$ cat src/design/bmmmv_pkg.sv
// Shared types, widths and helpers for the batch score statistics block.
package bmmmv_pkg;

    localparam longint MAX_ITEMS       = 128;
    localparam longint SCORE_TOP       = 1000;
    localparam longint THRESHOLD_RESET = 700;
    localparam longint HALF_SPAN_SQ    = (SCORE_TOP / 2) * (SCORE_TOP / 2);

    localparam int SCORE_W = 10;
    localparam int CNT_W   = $clog2(MAX_ITEMS + 1);
    localparam int SUM_W   = $clog2(MAX_ITEMS * SCORE_TOP + 1);
    localparam int SQS_W   = $clog2(MAX_ITEMS * SCORE_TOP * SCORE_TOP + 1);

    // Output field widths are fixed by the interface.
    localparam int CNT_OUT_W = 8;
    localparam int VAR_W     = 18;
    localparam int STD_W     = 9;

    // Back end arithmetic widths.
    localparam int PROD_A_W   = CNT_W + SQS_W;
    localparam int PROD_B_W   = 2 * SUM_W;
    localparam int N2_W       = 2 * CNT_W;
    localparam int NUM_W      = $clog2(MAX_ITEMS * MAX_ITEMS * HALF_SPAN_SQ + 1);
    localparam int RAD_W      = 2 * ((NUM_W + 3) / 2);
    localparam int ROOT_W     = RAD_W / 2;
    localparam int SQRT_STEPS = RAD_W / 2;
    localparam int STEP_W     = $clog2(SQRT_STEPS);
    localparam int DVD_W      = NUM_W + 1;
    localparam int DVS_W      = N2_W + 1;
    localparam int DIV_CNT_W  = $clog2(DVD_W + 1);

    localparam int QUEUE_DEPTH = 2;
    localparam int QPTR_W      = $clog2(QUEUE_DEPTH);
    localparam int QCNT_W      = $clog2(QUEUE_DEPTH + 1);

    typedef struct packed {
        logic [CNT_W-1:0]   count;
        logic [SUM_W-1:0]   sum;
        logic [SQS_W-1:0]   sq_sum;
        logic [SCORE_W-1:0] max_score;
        logic [SCORE_W-1:0] min_score;
        logic [CNT_W-1:0]   above;
        logic [CNT_W-1:0]   below;
        logic [CNT_W-1:0]   equal;
    } t_batch;

    typedef struct packed {
        logic [CNT_OUT_W-1:0] item_count;
        logic [SCORE_W-1:0]   max_score;
        logic [SCORE_W-1:0]   min_score;
        logic [SCORE_W-1:0]   mean_score;
        logic [CNT_OUT_W-1:0] above_count;
        logic [CNT_OUT_W-1:0] below_count;
        logic [CNT_OUT_W-1:0] equal_count;
        logic [VAR_W-1:0]     variance;
        logic [STD_W-1:0]     std_dev;
    } t_result;

    typedef struct packed {
        logic             start;
        logic [DVD_W-1:0] dividend;
        logic [DVS_W-1:0] divisor;
    } t_div_req;

    typedef enum logic [3:0] {
        S_IDLE,
        S_MUL,
        S_SUB,
        S_MEAN_GO,
        S_MEAN_WAIT,
        S_VAR_GO,
        S_VAR_WAIT,
        S_SQRT,
        S_STD_GO,
        S_STD_WAIT
    } t_back_state;

    function automatic t_batch clear_batch();
        t_batch b;
        b           = '0;
        b.min_score = SCORE_W'(SCORE_TOP);
        return b;
    endfunction

endpackage

$ cat src/design/bmmmv_front.sv
// Front end: threshold register and per-batch accumulation, one score per cycle while i_accept is high.
module bmmmv_front import bmmmv_pkg::*; (
    input  logic               i_clk,
    input  logic               i_rst_n,
    input  logic               i_cfg_we,
    input  logic [SCORE_W-1:0] i_cfg_data,
    input  logic               i_accept,
    input  logic [SCORE_W-1:0] i_score,
    input  logic               i_last_item,
    output logic               o_push,
    output t_batch             o_push_data
);

    logic [SCORE_W-1:0] r_threshold;
    t_batch             r_acc;
    t_batch             n_acc;
    t_batch             upd;
    logic [SCORE_W-1:0] score_sat;
    logic [2*SCORE_W-1:0] score_sq;

    assign score_sat = (i_score > SCORE_W'(SCORE_TOP)) ? SCORE_W'(SCORE_TOP) : i_score;
    assign score_sq  = (2*SCORE_W)'(score_sat) * (2*SCORE_W)'(score_sat);

    always_comb begin
        upd = r_acc;
        // A full batch ignores further scores; the marked item still closes it.
        if (r_acc.count < CNT_W'(MAX_ITEMS)) begin
            upd.count  = r_acc.count + CNT_W'(1);
            upd.sum    = r_acc.sum + SUM_W'(score_sat);
            upd.sq_sum = r_acc.sq_sum + SQS_W'(score_sq);
            if (score_sat > r_acc.max_score) begin
                upd.max_score = score_sat;
            end
            if (score_sat < r_acc.min_score) begin
                upd.min_score = score_sat;
            end
            if (score_sat > r_threshold) begin
                upd.above = r_acc.above + CNT_W'(1);
            end else if (score_sat < r_threshold) begin
                upd.below = r_acc.below + CNT_W'(1);
            end else begin
                upd.equal = r_acc.equal + CNT_W'(1);
            end
        end

        n_acc  = r_acc;
        o_push = 1'b0;
        if (i_accept) begin
            n_acc = upd;
            if (i_last_item) begin
                o_push = 1'b1;
                n_acc  = clear_batch();
            end
        end
        o_push_data = upd;
    end

    always_ff @(posedge i_clk) begin
        if (!i_rst_n) begin
            r_threshold <= SCORE_W'(THRESHOLD_RESET);
            r_acc       <= clear_batch();
        end else begin
            if (i_cfg_we) begin
                r_threshold <= i_cfg_data;
            end
            r_acc <= n_acc;
        end
    end

endmodule

$ cat src/design/bmmmv_queue.sv
// Short queue of closed batch snapshots between the front and back ends.
module bmmmv_queue import bmmmv_pkg::*; (
    input  logic   i_clk,
    input  logic   i_rst_n,
    input  logic   i_push,
    input  t_batch i_push_data,
    input  logic   i_pop,
    output t_batch o_head,
    output logic   o_empty,
    output logic   o_full
);

    t_batch              r_mem [QUEUE_DEPTH];
    logic [QPTR_W-1:0]   r_wr_ptr;
    logic [QPTR_W-1:0]   r_rd_ptr;
    logic [QCNT_W-1:0]   r_count;
    logic [QPTR_W-1:0]   n_wr_ptr;
    logic [QPTR_W-1:0]   n_rd_ptr;
    logic [QCNT_W-1:0]   n_count;
    logic                do_push;
    logic                do_pop;

    assign o_empty = (r_count == '0);
    assign o_full  = (r_count == QCNT_W'(QUEUE_DEPTH));
    assign o_head  = r_mem[r_rd_ptr];
    assign do_push = i_push && !o_full;
    assign do_pop  = i_pop && !o_empty;

    always_comb begin
        n_wr_ptr = r_wr_ptr;
        n_rd_ptr = r_rd_ptr;
        n_count  = r_count;
        if (do_push) begin
            n_wr_ptr = (r_wr_ptr == QPTR_W'(QUEUE_DEPTH - 1)) ? '0 : r_wr_ptr + QPTR_W'(1);
        end
        if (do_pop) begin
            n_rd_ptr = (r_rd_ptr == QPTR_W'(QUEUE_DEPTH - 1)) ? '0 : r_rd_ptr + QPTR_W'(1);
        end
        if (do_push && !do_pop) begin
            n_count = r_count + QCNT_W'(1);
        end else if (do_pop && !do_push) begin
            n_count = r_count - QCNT_W'(1);
        end
    end

    always_ff @(posedge i_clk) begin
        if (do_push) begin
            r_mem[r_wr_ptr] <= i_push_data;
        end
    end

    always_ff @(posedge i_clk) begin
        if (!i_rst_n) begin
            r_wr_ptr <= '0;
            r_rd_ptr <= '0;
            r_count  <= '0;
        end else begin
            r_wr_ptr <= n_wr_ptr;
            r_rd_ptr <= n_rd_ptr;
            r_count  <= n_count;
        end
    end

endmodule

$ cat src/design/bmmmv_div.sv
// Restoring divider, one quotient bit per cycle, shared by the back end.
module bmmmv_div import bmmmv_pkg::*; (
    input  logic             i_clk,
    input  logic             i_rst_n,
    input  t_div_req         i_req,
    output logic             o_done,
    output logic [DVD_W-1:0] o_quotient
);

    logic                 r_busy;
    logic [DIV_CNT_W-1:0] r_cnt;
    logic                 r_done;
    logic [DVD_W-1:0]     r_work;
    logic [DVS_W-1:0]     r_rem;
    logic [DVS_W-1:0]     r_dvs;
    logic                 n_busy;
    logic [DIV_CNT_W-1:0] n_cnt;
    logic                 n_done;
    logic [DVD_W-1:0]     n_work;
    logic [DVS_W-1:0]     n_rem;
    logic [DVS_W-1:0]     n_dvs;
    logic [DVS_W:0]       shifted;
    logic [DVS_W:0]       diff;
    logic                 fits;

    assign shifted    = {r_rem, r_work[DVD_W-1]};
    assign diff       = shifted - {1'b0, r_dvs};
    assign fits       = (shifted >= {1'b0, r_dvs});
    assign o_done     = r_done;
    assign o_quotient = r_work;

    // The dividend shifts out at the top while quotient bits enter at the bottom.
    always_comb begin
        n_busy = r_busy;
        n_cnt  = r_cnt;
        n_done = 1'b0;
        n_work = r_work;
        n_rem  = r_rem;
        n_dvs  = r_dvs;
        if (i_req.start) begin
            n_busy = 1'b1;
            n_cnt  = DIV_CNT_W'(DVD_W);
            n_work = i_req.dividend;
            n_rem  = '0;
            n_dvs  = i_req.divisor;
        end else if (r_busy) begin
            n_rem  = fits ? diff[DVS_W-1:0] : shifted[DVS_W-1:0];
            n_work = {r_work[DVD_W-2:0], fits};
            n_cnt  = r_cnt - DIV_CNT_W'(1);
            if (r_cnt == DIV_CNT_W'(1)) begin
                n_busy = 1'b0;
                n_done = 1'b1;
            end
        end
    end

    always_ff @(posedge i_clk) begin
        r_work <= n_work;
        r_rem  <= n_rem;
        r_dvs  <= n_dvs;
    end

    always_ff @(posedge i_clk) begin
        if (!i_rst_n) begin
            r_busy <= 1'b0;
            r_cnt  <= '0;
            r_done <= 1'b0;
        end else begin
            r_busy <= n_busy;
            r_cnt  <= n_cnt;
            r_done <= n_done;
        end
    end

endmodule

$ cat src/design/bmmmv_back.sv
// Back end: turns one closed batch into mean, variance and standard deviation.
module bmmmv_back import bmmmv_pkg::*; (
    input  logic             i_clk,
    input  logic             i_rst_n,
    input  logic             i_empty,
    input  t_batch           i_head,
    output logic             o_pop,
    output t_div_req         o_div_req,
    input  logic             i_div_done,
    input  logic [DVD_W-1:0] i_quotient,
    output logic             o_strobe,
    output t_result          o_result
);

    t_back_state         r_state;
    t_back_state         n_state;
    t_batch              r_batch;
    t_batch              n_batch;
    logic [PROD_A_W-1:0] r_prod_a;
    logic [PROD_A_W-1:0] n_prod_a;
    logic [PROD_B_W-1:0] r_prod_b;
    logic [PROD_B_W-1:0] n_prod_b;
    logic [N2_W-1:0]     r_n2;
    logic [N2_W-1:0]     n_n2;
    logic [NUM_W-1:0]    r_num;
    logic [NUM_W-1:0]    n_num;
    logic [SCORE_W-1:0]  r_mean;
    logic [SCORE_W-1:0]  n_mean;
    logic [VAR_W-1:0]    r_var;
    logic [VAR_W-1:0]    n_var;
    logic [RAD_W-1:0]    r_sq_v;
    logic [RAD_W-1:0]    n_sq_v;
    logic [RAD_W-1:0]    r_sq_root;
    logic [RAD_W-1:0]    n_sq_root;
    logic [RAD_W-1:0]    r_sq_bit;
    logic [RAD_W-1:0]    n_sq_bit;
    logic [STEP_W-1:0]   r_step;
    logic [STEP_W-1:0]   n_step;
    logic                r_strobe;
    logic                n_strobe;
    t_result             r_out;
    t_result             n_out;
    logic [NUM_W-1:0]    diff_num;
    logic [RAD_W-1:0]    trial;

    assign diff_num = NUM_W'(r_prod_a - PROD_A_W'(r_prod_b));
    assign trial    = r_sq_root + r_sq_bit;
    assign o_strobe = r_strobe;
    assign o_result = r_out;

    always_comb begin
        n_state   = r_state;
        n_batch   = r_batch;
        n_prod_a  = r_prod_a;
        n_prod_b  = r_prod_b;
        n_n2      = r_n2;
        n_num     = r_num;
        n_mean    = r_mean;
        n_var     = r_var;
        n_sq_v    = r_sq_v;
        n_sq_root = r_sq_root;
        n_sq_bit  = r_sq_bit;
        n_step    = r_step;
        n_out     = r_out;
        n_strobe  = 1'b0;
        o_pop     = 1'b0;
        o_div_req = '0;

        case (r_state)
            S_IDLE: begin
                if (!i_empty) begin
                    o_pop   = 1'b1;
                    n_batch = i_head;
                    n_state = S_MUL;
                end
            end
            S_MUL: begin
                n_prod_a = PROD_A_W'(r_batch.count) * PROD_A_W'(r_batch.sq_sum);
                n_prod_b = PROD_B_W'(r_batch.sum) * PROD_B_W'(r_batch.sum);
                n_n2     = N2_W'(r_batch.count) * N2_W'(r_batch.count);
                n_state  = S_SUB;
            end
            S_SUB: begin
                // n times the sum of squared deviations; the root works on four times it.
                n_num     = diff_num;
                n_sq_v    = {diff_num, 2'b00};
                n_sq_root = '0;
                n_sq_bit  = RAD_W'(1) << (RAD_W - 2);
                n_step    = '0;
                n_state   = S_MEAN_GO;
            end
            S_MEAN_GO: begin
                o_div_req.start    = 1'b1;
                o_div_req.dividend = DVD_W'({r_batch.sum, 1'b0}) + DVD_W'(r_batch.count);
                o_div_req.divisor  = DVS_W'({r_batch.count, 1'b0});
                n_state            = S_MEAN_WAIT;
            end
            S_MEAN_WAIT: begin
                if (i_div_done) begin
                    n_mean  = i_quotient[SCORE_W-1:0];
                    n_state = S_VAR_GO;
                end
            end
            S_VAR_GO: begin
                o_div_req.start    = 1'b1;
                o_div_req.dividend = DVD_W'({r_num, 1'b0}) + DVD_W'(r_n2);
                o_div_req.divisor  = {r_n2, 1'b0};
                n_state            = S_VAR_WAIT;
            end
            S_VAR_WAIT: begin
                if (i_div_done) begin
                    n_var   = i_quotient[VAR_W-1:0];
                    n_state = S_SQRT;
                end
            end
            S_SQRT: begin
                if (r_sq_v >= trial) begin
                    n_sq_v    = r_sq_v - trial;
                    n_sq_root = (r_sq_root >> 1) + r_sq_bit;
                end else begin
                    n_sq_root = r_sq_root >> 1;
                end
                n_sq_bit = r_sq_bit >> 2;
                n_step   = r_step + STEP_W'(1);
                if (r_step == STEP_W'(SQRT_STEPS - 1)) begin
                    n_state = S_STD_GO;
                end
            end
            S_STD_GO: begin
                o_div_req.start    = 1'b1;
                o_div_req.dividend = DVD_W'(r_sq_root[ROOT_W-1:0]) + DVD_W'(r_batch.count);
                o_div_req.divisor  = DVS_W'({r_batch.count, 1'b0});
                n_state            = S_STD_WAIT;
            end
            S_STD_WAIT: begin
                if (i_div_done) begin
                    n_out.item_count  = CNT_OUT_W'(r_batch.count);
                    n_out.max_score   = r_batch.max_score;
                    n_out.min_score   = r_batch.min_score;
                    n_out.mean_score  = r_mean;
                    n_out.above_count = CNT_OUT_W'(r_batch.above);
                    n_out.below_count = CNT_OUT_W'(r_batch.below);
                    n_out.equal_count = CNT_OUT_W'(r_batch.equal);
                    n_out.variance    = r_var;
                    n_out.std_dev     = i_quotient[STD_W-1:0];
                    n_strobe          = 1'b1;
                    n_state           = S_IDLE;
                end
            end
            default: begin
                n_state = S_IDLE;
            end
        endcase
    end

    always_ff @(posedge i_clk) begin
        r_batch   <= n_batch;
        r_prod_a  <= n_prod_a;
        r_prod_b  <= n_prod_b;
        r_n2      <= n_n2;
        r_num     <= n_num;
        r_mean    <= n_mean;
        r_var     <= n_var;
        r_sq_v    <= n_sq_v;
        r_sq_root <= n_sq_root;
        r_sq_bit  <= n_sq_bit;
        r_step    <= n_step;
        r_out     <= n_out;
    end

    always_ff @(posedge i_clk) begin
        if (!i_rst_n) begin
            r_state  <= S_IDLE;
            r_strobe <= 1'b0;
        end else begin
            r_state  <= n_state;
            r_strobe <= n_strobe;
        end
    end

endmodule

$ cat src/design/batch_min_max_mean_variance_top.sv
// Batch score statistics: accumulation front end, snapshot queue, arithmetic back end.
// Scores are taken one per cycle whenever busy is low; a score transfer completes at a
// clock edge with start high and busy low. The marked last score closes the batch and
// its totals go into a two-entry queue, so the next batch can start in the very next
// cycle unless that push fills the queue. The back end takes each batch in turn: it
// pops the batch and forms its products, then makes three passes through one shared
// bit-serial divider (mean, variance, standard deviation), with a 17-step square root
// before the last pass. The result appears on the o_ ports with o_strobe high for
// exactly one cycle, and cannot be held off. busy rises only while two closed batches
// wait in the queue. The threshold may be written at any time the block is idle.
module batch_min_max_mean_variance_top import bmmmv_pkg::*; (
    input  logic                 i_clk,
    input  logic                 i_rst_n,
    input  logic                 i_cfg_we,
    input  logic [SCORE_W-1:0]   i_cfg_data,
    input  logic                 start,
    output logic                 busy,
    input  logic [SCORE_W-1:0]   i_score,
    input  logic                 i_last_item,
    output logic                 o_strobe,
    output logic [CNT_OUT_W-1:0] o_item_count,
    output logic [SCORE_W-1:0]   o_max_score,
    output logic [SCORE_W-1:0]   o_min_score,
    output logic [SCORE_W-1:0]   o_mean_score,
    output logic [CNT_OUT_W-1:0] o_above_count,
    output logic [CNT_OUT_W-1:0] o_below_count,
    output logic [CNT_OUT_W-1:0] o_equal_count,
    output logic [VAR_W-1:0]     o_variance,
    output logic [STD_W-1:0]     o_std_dev
);

    logic             accept;
    logic             push;
    t_batch           push_data;
    t_batch           head;
    logic             empty;
    logic             full;
    logic             pop;
    t_div_req         div_req;
    logic             div_done;
    logic [DVD_W-1:0] quotient;
    t_result          result;

    assign busy   = full;
    assign accept = start && !busy;

    bmmmv_front u_front (
        .i_clk       (i_clk),
        .i_rst_n     (i_rst_n),
        .i_cfg_we    (i_cfg_we),
        .i_cfg_data  (i_cfg_data),
        .i_accept    (accept),
        .i_score     (i_score),
        .i_last_item (i_last_item),
        .o_push      (push),
        .o_push_data (push_data)
    );

    bmmmv_queue u_queue (
        .i_clk       (i_clk),
        .i_rst_n     (i_rst_n),
        .i_push      (push),
        .i_push_data (push_data),
        .i_pop       (pop),
        .o_head      (head),
        .o_empty     (empty),
        .o_full      (full)
    );

    bmmmv_div u_div (
        .i_clk      (i_clk),
        .i_rst_n    (i_rst_n),
        .i_req      (div_req),
        .o_done     (div_done),
        .o_quotient (quotient)
    );

    bmmmv_back u_back (
        .i_clk      (i_clk),
        .i_rst_n    (i_rst_n),
        .i_empty    (empty),
        .i_head     (head),
        .o_pop      (pop),
        .o_div_req  (div_req),
        .i_div_done (div_done),
        .i_quotient (quotient),
        .o_strobe   (o_strobe),
        .o_result   (result)
    );

    assign o_item_count  = result.item_count;
    assign o_max_score   = result.max_score;
    assign o_min_score   = result.min_score;
    assign o_mean_score  = result.mean_score;
    assign o_above_count = result.above_count;
    assign o_below_count = result.below_count;
    assign o_equal_count = result.equal_count;
    assign o_variance    = result.variance;
    assign o_std_dev     = result.std_dev;

endmodule
$ cat config.mk
export PLATFORM = sky130hd
export DESIGN_NAME = batch_min_max_mean_variance_top
export DESIGN_NICKNAME = d
export VERILOG_FILES = /design/src/design/bmmmv_pkg.sv /design/src/design/bmmmv_front.sv /design/src/design/bmmmv_queue.sv /design/src/design/bmmmv_div.sv /design/src/design/bmmmv_back.sv /design/src/design/batch_min_max_mean_variance_top.sv
export SDC_FILE = /design/constraint.sdc
export NUM_CORES = 2
export LEC_CHECK = 0
export BUFFER_PORTS_ARGS = -buffer_cell sky130_fd_sc_hd__buf_4
export CAP_MARGIN = 5
export CELL_PAD_IN_SITES_DETAIL_PLACEMENT = 0
export CELL_PAD_IN_SITES_GLOBAL_PLACEMENT = 1
export CORE_MARGIN = 1.5
export CORE_UTILIZATION = 47
export DETAILED_ROUTE_END_ITERATION = 16
export GPL_ROUTABILITY_DRIVEN = 0
export PLACE_DENSITY_LB_ADDON = 0.1
export SYNTH_ARGS = -nofsm -noshare
export SYNTH_HDL_FRONTEND = slang
export SYNTH_HIERARCHICAL = 1
export SYNTH_SLANG_ARGS = --single-unit
$ cat constraint.sdc
create_clock -name i_clk -period 6 [get_ports i_clk]
set_clock_uncertainty 0.15 [all_clocks]
set_input_delay 0.6 -clock i_clk [delete_from_list [all_inputs] [get_ports i_clk]]
set_output_delay 0.6 -clock i_clk [all_outputs]
set_load 0.03 [all_outputs]
==> results_dict.tcl <==
set metrics [dict create \
    ordered_cell_list_for_the_critical_path "buf_6, and2_2, fa_1, inv_1, fa_1, inv_1, fa_1, fa_1, fa_1, inv_1, fa_1, inv_1, ha_4, a21o_1, a21oi_2, o21a_1, o21ai_2, a22oi_2, a31o_4, a21oi_4, buf_4, buf_4, xor2_1" \
    area.growth.synth_to_final_pct 14.45 \
    worstPathArrival_ns 6.28 \
    min_period_over_period_pct 99.94 \
    timing.critical_path.from "u_back/r_batch[78]" \
    reg2regPathDepth 23 \
    post_drt_wl_per_cell_um 19.01 \
    synth-seq-area-share_pct 38.50 \
    hold_path_class "in2reg" \
    timing.fmax_mhz 166.8 \
    clk_latency_ns 0.70 \
    cp_slowest_cell "sky130_fd_sc_hd__fa_1" \
    cts_inserted_buffers 91 \
    drt_wl_total_um 142800 \
    timing.rr.start "u_back/r_batch[78]" \
    die_area_mm2 0.1264 \
    track_usage_pct 22.93 \
    worst_hold_slack_ns 0.09744 \
    grt_first_pass_wirelength_um 227400 \
    hold_path.startpoint "i_cfg_we" \
    dr_drc_count 0 \
    crit_type "reg2reg" \
    via_count 39780 \
    crit_path_max_fanout 7 \
    clkTransAtPathRegs_ns 0.06 \
    cap_viol_max_count 0 \
    tritoncts_clock_tree "done" \
    layout_min_cycle_time_ns 5.996 \
    final_critical_path_setup_slack_ns 0.003633 \
    critPathMostFrequentCell "sky130_fd_sc_hd__fa_1" \
    totalNegativeSetupSlack_ns 0 \
    required_ns 6.28 \
    detail_route.iter0.violations 2266 \
    netlist.top_cell.by_area "sky130_fd_sc_hd__edfxtp_1" \
    synth-edff-count 655 \
    hold_viol_final 0 \
    synth.cells.most_frequent "716 x sky130_fd_sc_hd__inv_1, 655 x sky130_fd_sc_hd__edfxtp_1, 536 x sky130_fd_sc_hd__nand2_1" \
    type_of_origin_of_the_critical_path "flip-flop" \
    endpoint_of_the_worst_hold_timing_path "u_front/r_threshold[9]" \
    cpPeakStageDelay_ns 0.50 \
    slew_headroom_pct 29.36 \
    slew_violations 0 \
    die_x_um 355.6 \
    maximum_number_of_pins_on_one_net_before_global_route_repair 91 \
    placed_inst_area_mm2 0.06304 \
    design_area_mm2 0.06686 \
    portBuffers 115 \
    clock-sinks 796 \
    final.fill_count 10950 \
    synthesis.nets 6353 \
    drt_first_pass_iters 7 \
    preCtsSetupSlack_ns -0.3370 \
    vias_per_cell 5.295 \
    crit-reg2reg-capture "u_back/r_prod_b[29]" \
    syn-instance-count 5469 \
    setup_viol 0 \
    yosys.area.top_type_share_pct 33.67 \
    post_route_cells_drive_above_1_share_pct 15.56 \
    number_of_antenna_violations_at_the_first_check_in_global_routing 2 \
    htree_levels 3 \
    area.sequential_mm2 0.02250 \
    end_kind "flip-flop" \
    cts_max_path_buffers 3 \
    fp-row-count 129 \
    start_util_pct 47.31 \
    ys.flop_type "sky130_fd_sc_hd__edfxtp_1" \
    asyncSetResetFlopFracSynth_pct 0 \
    netlist_area_mm2 0.05842 \
    ys_types 107 \
    chipHeight_um 355.6 \
    drtAntennaViolNets 0 \
    area_used_by_multi_input_combinational_logic_mm2 0.03303 \
    core-area_mm2 0.1235 \
    status "finished, final reports clean" \
    nets 6683 \
    ys_ff_latch 796 \
    worst-slew-pin-transition_ns 1.059 \
    area_contributors_post_synth "sky130_fd_sc_hd__edfxtp_1 34%, sky130_fd_sc_hd__fa_1 15%, sky130_fd_sc_hd__ha_1 9.1%, sky130_fd_sc_hd__dfxtp_1 4.8%, sky130_fd_sc_hd__inv_1 4.6%" \
    cts-root-buf "sky130_fd_sc_hd__clkbuf_16" \
    detailed_placer_s_ending_hpwl_um 109100 \
    syn_avg_cell_area_um2 10.68 \
    synth_warnings 6 \
    via_count_of_the_first_global_routing_pass 40910 \
    worst_hold_path.num_cells 2 \
    io_pins 116 \
    grt_overflow 0 \
    rsz0062_at_grt "yes" \
    worst-r2r-setup-slack_ns 0.004 \
    yosysMostFrequentCell "sky130_fd_sc_hd__inv_1" \
]
==> sequential cells by signal (all words and copies together), names as in the netlist, 32 cells and up, named ones only <==
signal / flops
u_back/r_batch: 96
u_back/o_result: 89
u_back/r_sq_v: 34
u_back/r_num: 32
u_back/r_prod_a: 32
u_queue/r_mem: 192
u_front/r_acc: 96
u_back/r_sq_root: 34
u_div/o_quotient: 33
==> placed cells by master, fill, tap and decap left out, types with 54 or more instances in the layout <==
master,instances
sky130_fd_sc_hd__a21o_1,94
sky130_fd_sc_hd__a21oi_1,217
sky130_fd_sc_hd__a31oi_1,54
sky130_fd_sc_hd__and2_1,210
sky130_fd_sc_hd__buf_4,387
sky130_fd_sc_hd__clkbuf_16,93
sky130_fd_sc_hd__dfxtp_1,139
sky130_fd_sc_hd__edfxtp_1,655
sky130_fd_sc_hd__fa_1,430
sky130_fd_sc_hd__ha_1,401
sky130_fd_sc_hd__inv_1,705
sky130_fd_sc_hd__mux2_2,109
sky130_fd_sc_hd__nand2_1,521
sky130_fd_sc_hd__nand3_1,75
sky130_fd_sc_hd__nor2_1,236
sky130_fd_sc_hd__o21ai_0,217
sky130_fd_sc_hd__xnor2_1,203
sky130_fd_sc_hd__xor2_1,125
==> layer usage <==
| metal | vias to the layer above | GRT usage [%] | part of all wire, % |
|---|---|---|---|
| li1 | 19410 | - | - |
| met1 | 19640 | 29.97 | 45 |
| met2 | 565 | 39.98 | 49 |
| met3 | 169 | 2.755 | 3.0 |
| met4 | 0 | 6.479 | 2.6 |
| met5 | - | 0 | 0 |
==> final cells by class <==
type | instances | area share, %
diodes | 1 | 0.003743
clock buffers | 114 | 3.659
clock inverters | 55 | 0.8440
inverters | 721 | 4.050
multi-input cells | 3756 | 49.40
flip-flops and latches | 796 | 33.65
well taps | 1637 | 3.063
repair buffers | 433 | 5.337
==> worst max-delay path, delay by kind of cell (launching register included) <==
family                     cells  cell delay [ns]
adders and majority gates      7             3.11
xor gates and xnor gates       1             0.13
and+or+nand+nor                1             0.23
AOI/OAI and AO/OA              7             1.07
DFF                            1             0.41
buffers and inverters          7             0.65
==> kinds of logic (layout without fill, tap and decap cells) <==
group / after synthesis / count (layout) / share of synthesized area (%)
multiplexers: 161 / 161 / 3.335
XOR/XNOR: 328 / 328 / 4.918
AND/OR/NAND/NOR: 1397 / 1397 / 11.52
flip-flops: 796 / 796 / 38.50
adder cells (fa/ha/maj): 859 / 859 / 24.00
buffers and inverters: 917 / 1323 / 6.089
other: 1 / 2 / 0.006419
AO/OA/AOI/OAI: 1010 / 1010 / 11.63
==> timing repair <==
| item | CTS | global route |
|---|---|---|
| buffers inserted | 5 | 18 |
| pin swaps | 29 | 36 |
| resized for setup | 54 | 64 |
| setup endpoints to repair | 9 | 17 |
| hold endpoints to repair | 10 | 0 |
| hold buffers | 10 | 0 |
==> per-stage QoR <==
stage / util [%] / instances
6_report: 54.15 / 7513
5_1_grt: 54.15 / 7512
4_1_cts: 53.82 / 7494
3_5_place_dp: 51.06 / 7310
3_3_place_gp: 51.06 / 7310
2_1_floorplan: - / 5469
==> worst max-delay path by stage <==
stage,endpoint,slack [ns]
floorplan,u_queue/r_mem[0][63],-0.03
global placement,u_queue/r_mem[1][63],-0.30
detailed placement,u_queue/r_mem[0][63],-0.34
CTS,u_back/r_prod_b[24],-0.01
global route,u_back/r_prod_b[31],-0.18
finish,u_back/r_prod_b[29],0.004
Power is not shown: default switching activity piles up to over one toggle a cycle in this logic, so the estimate is an artifact.
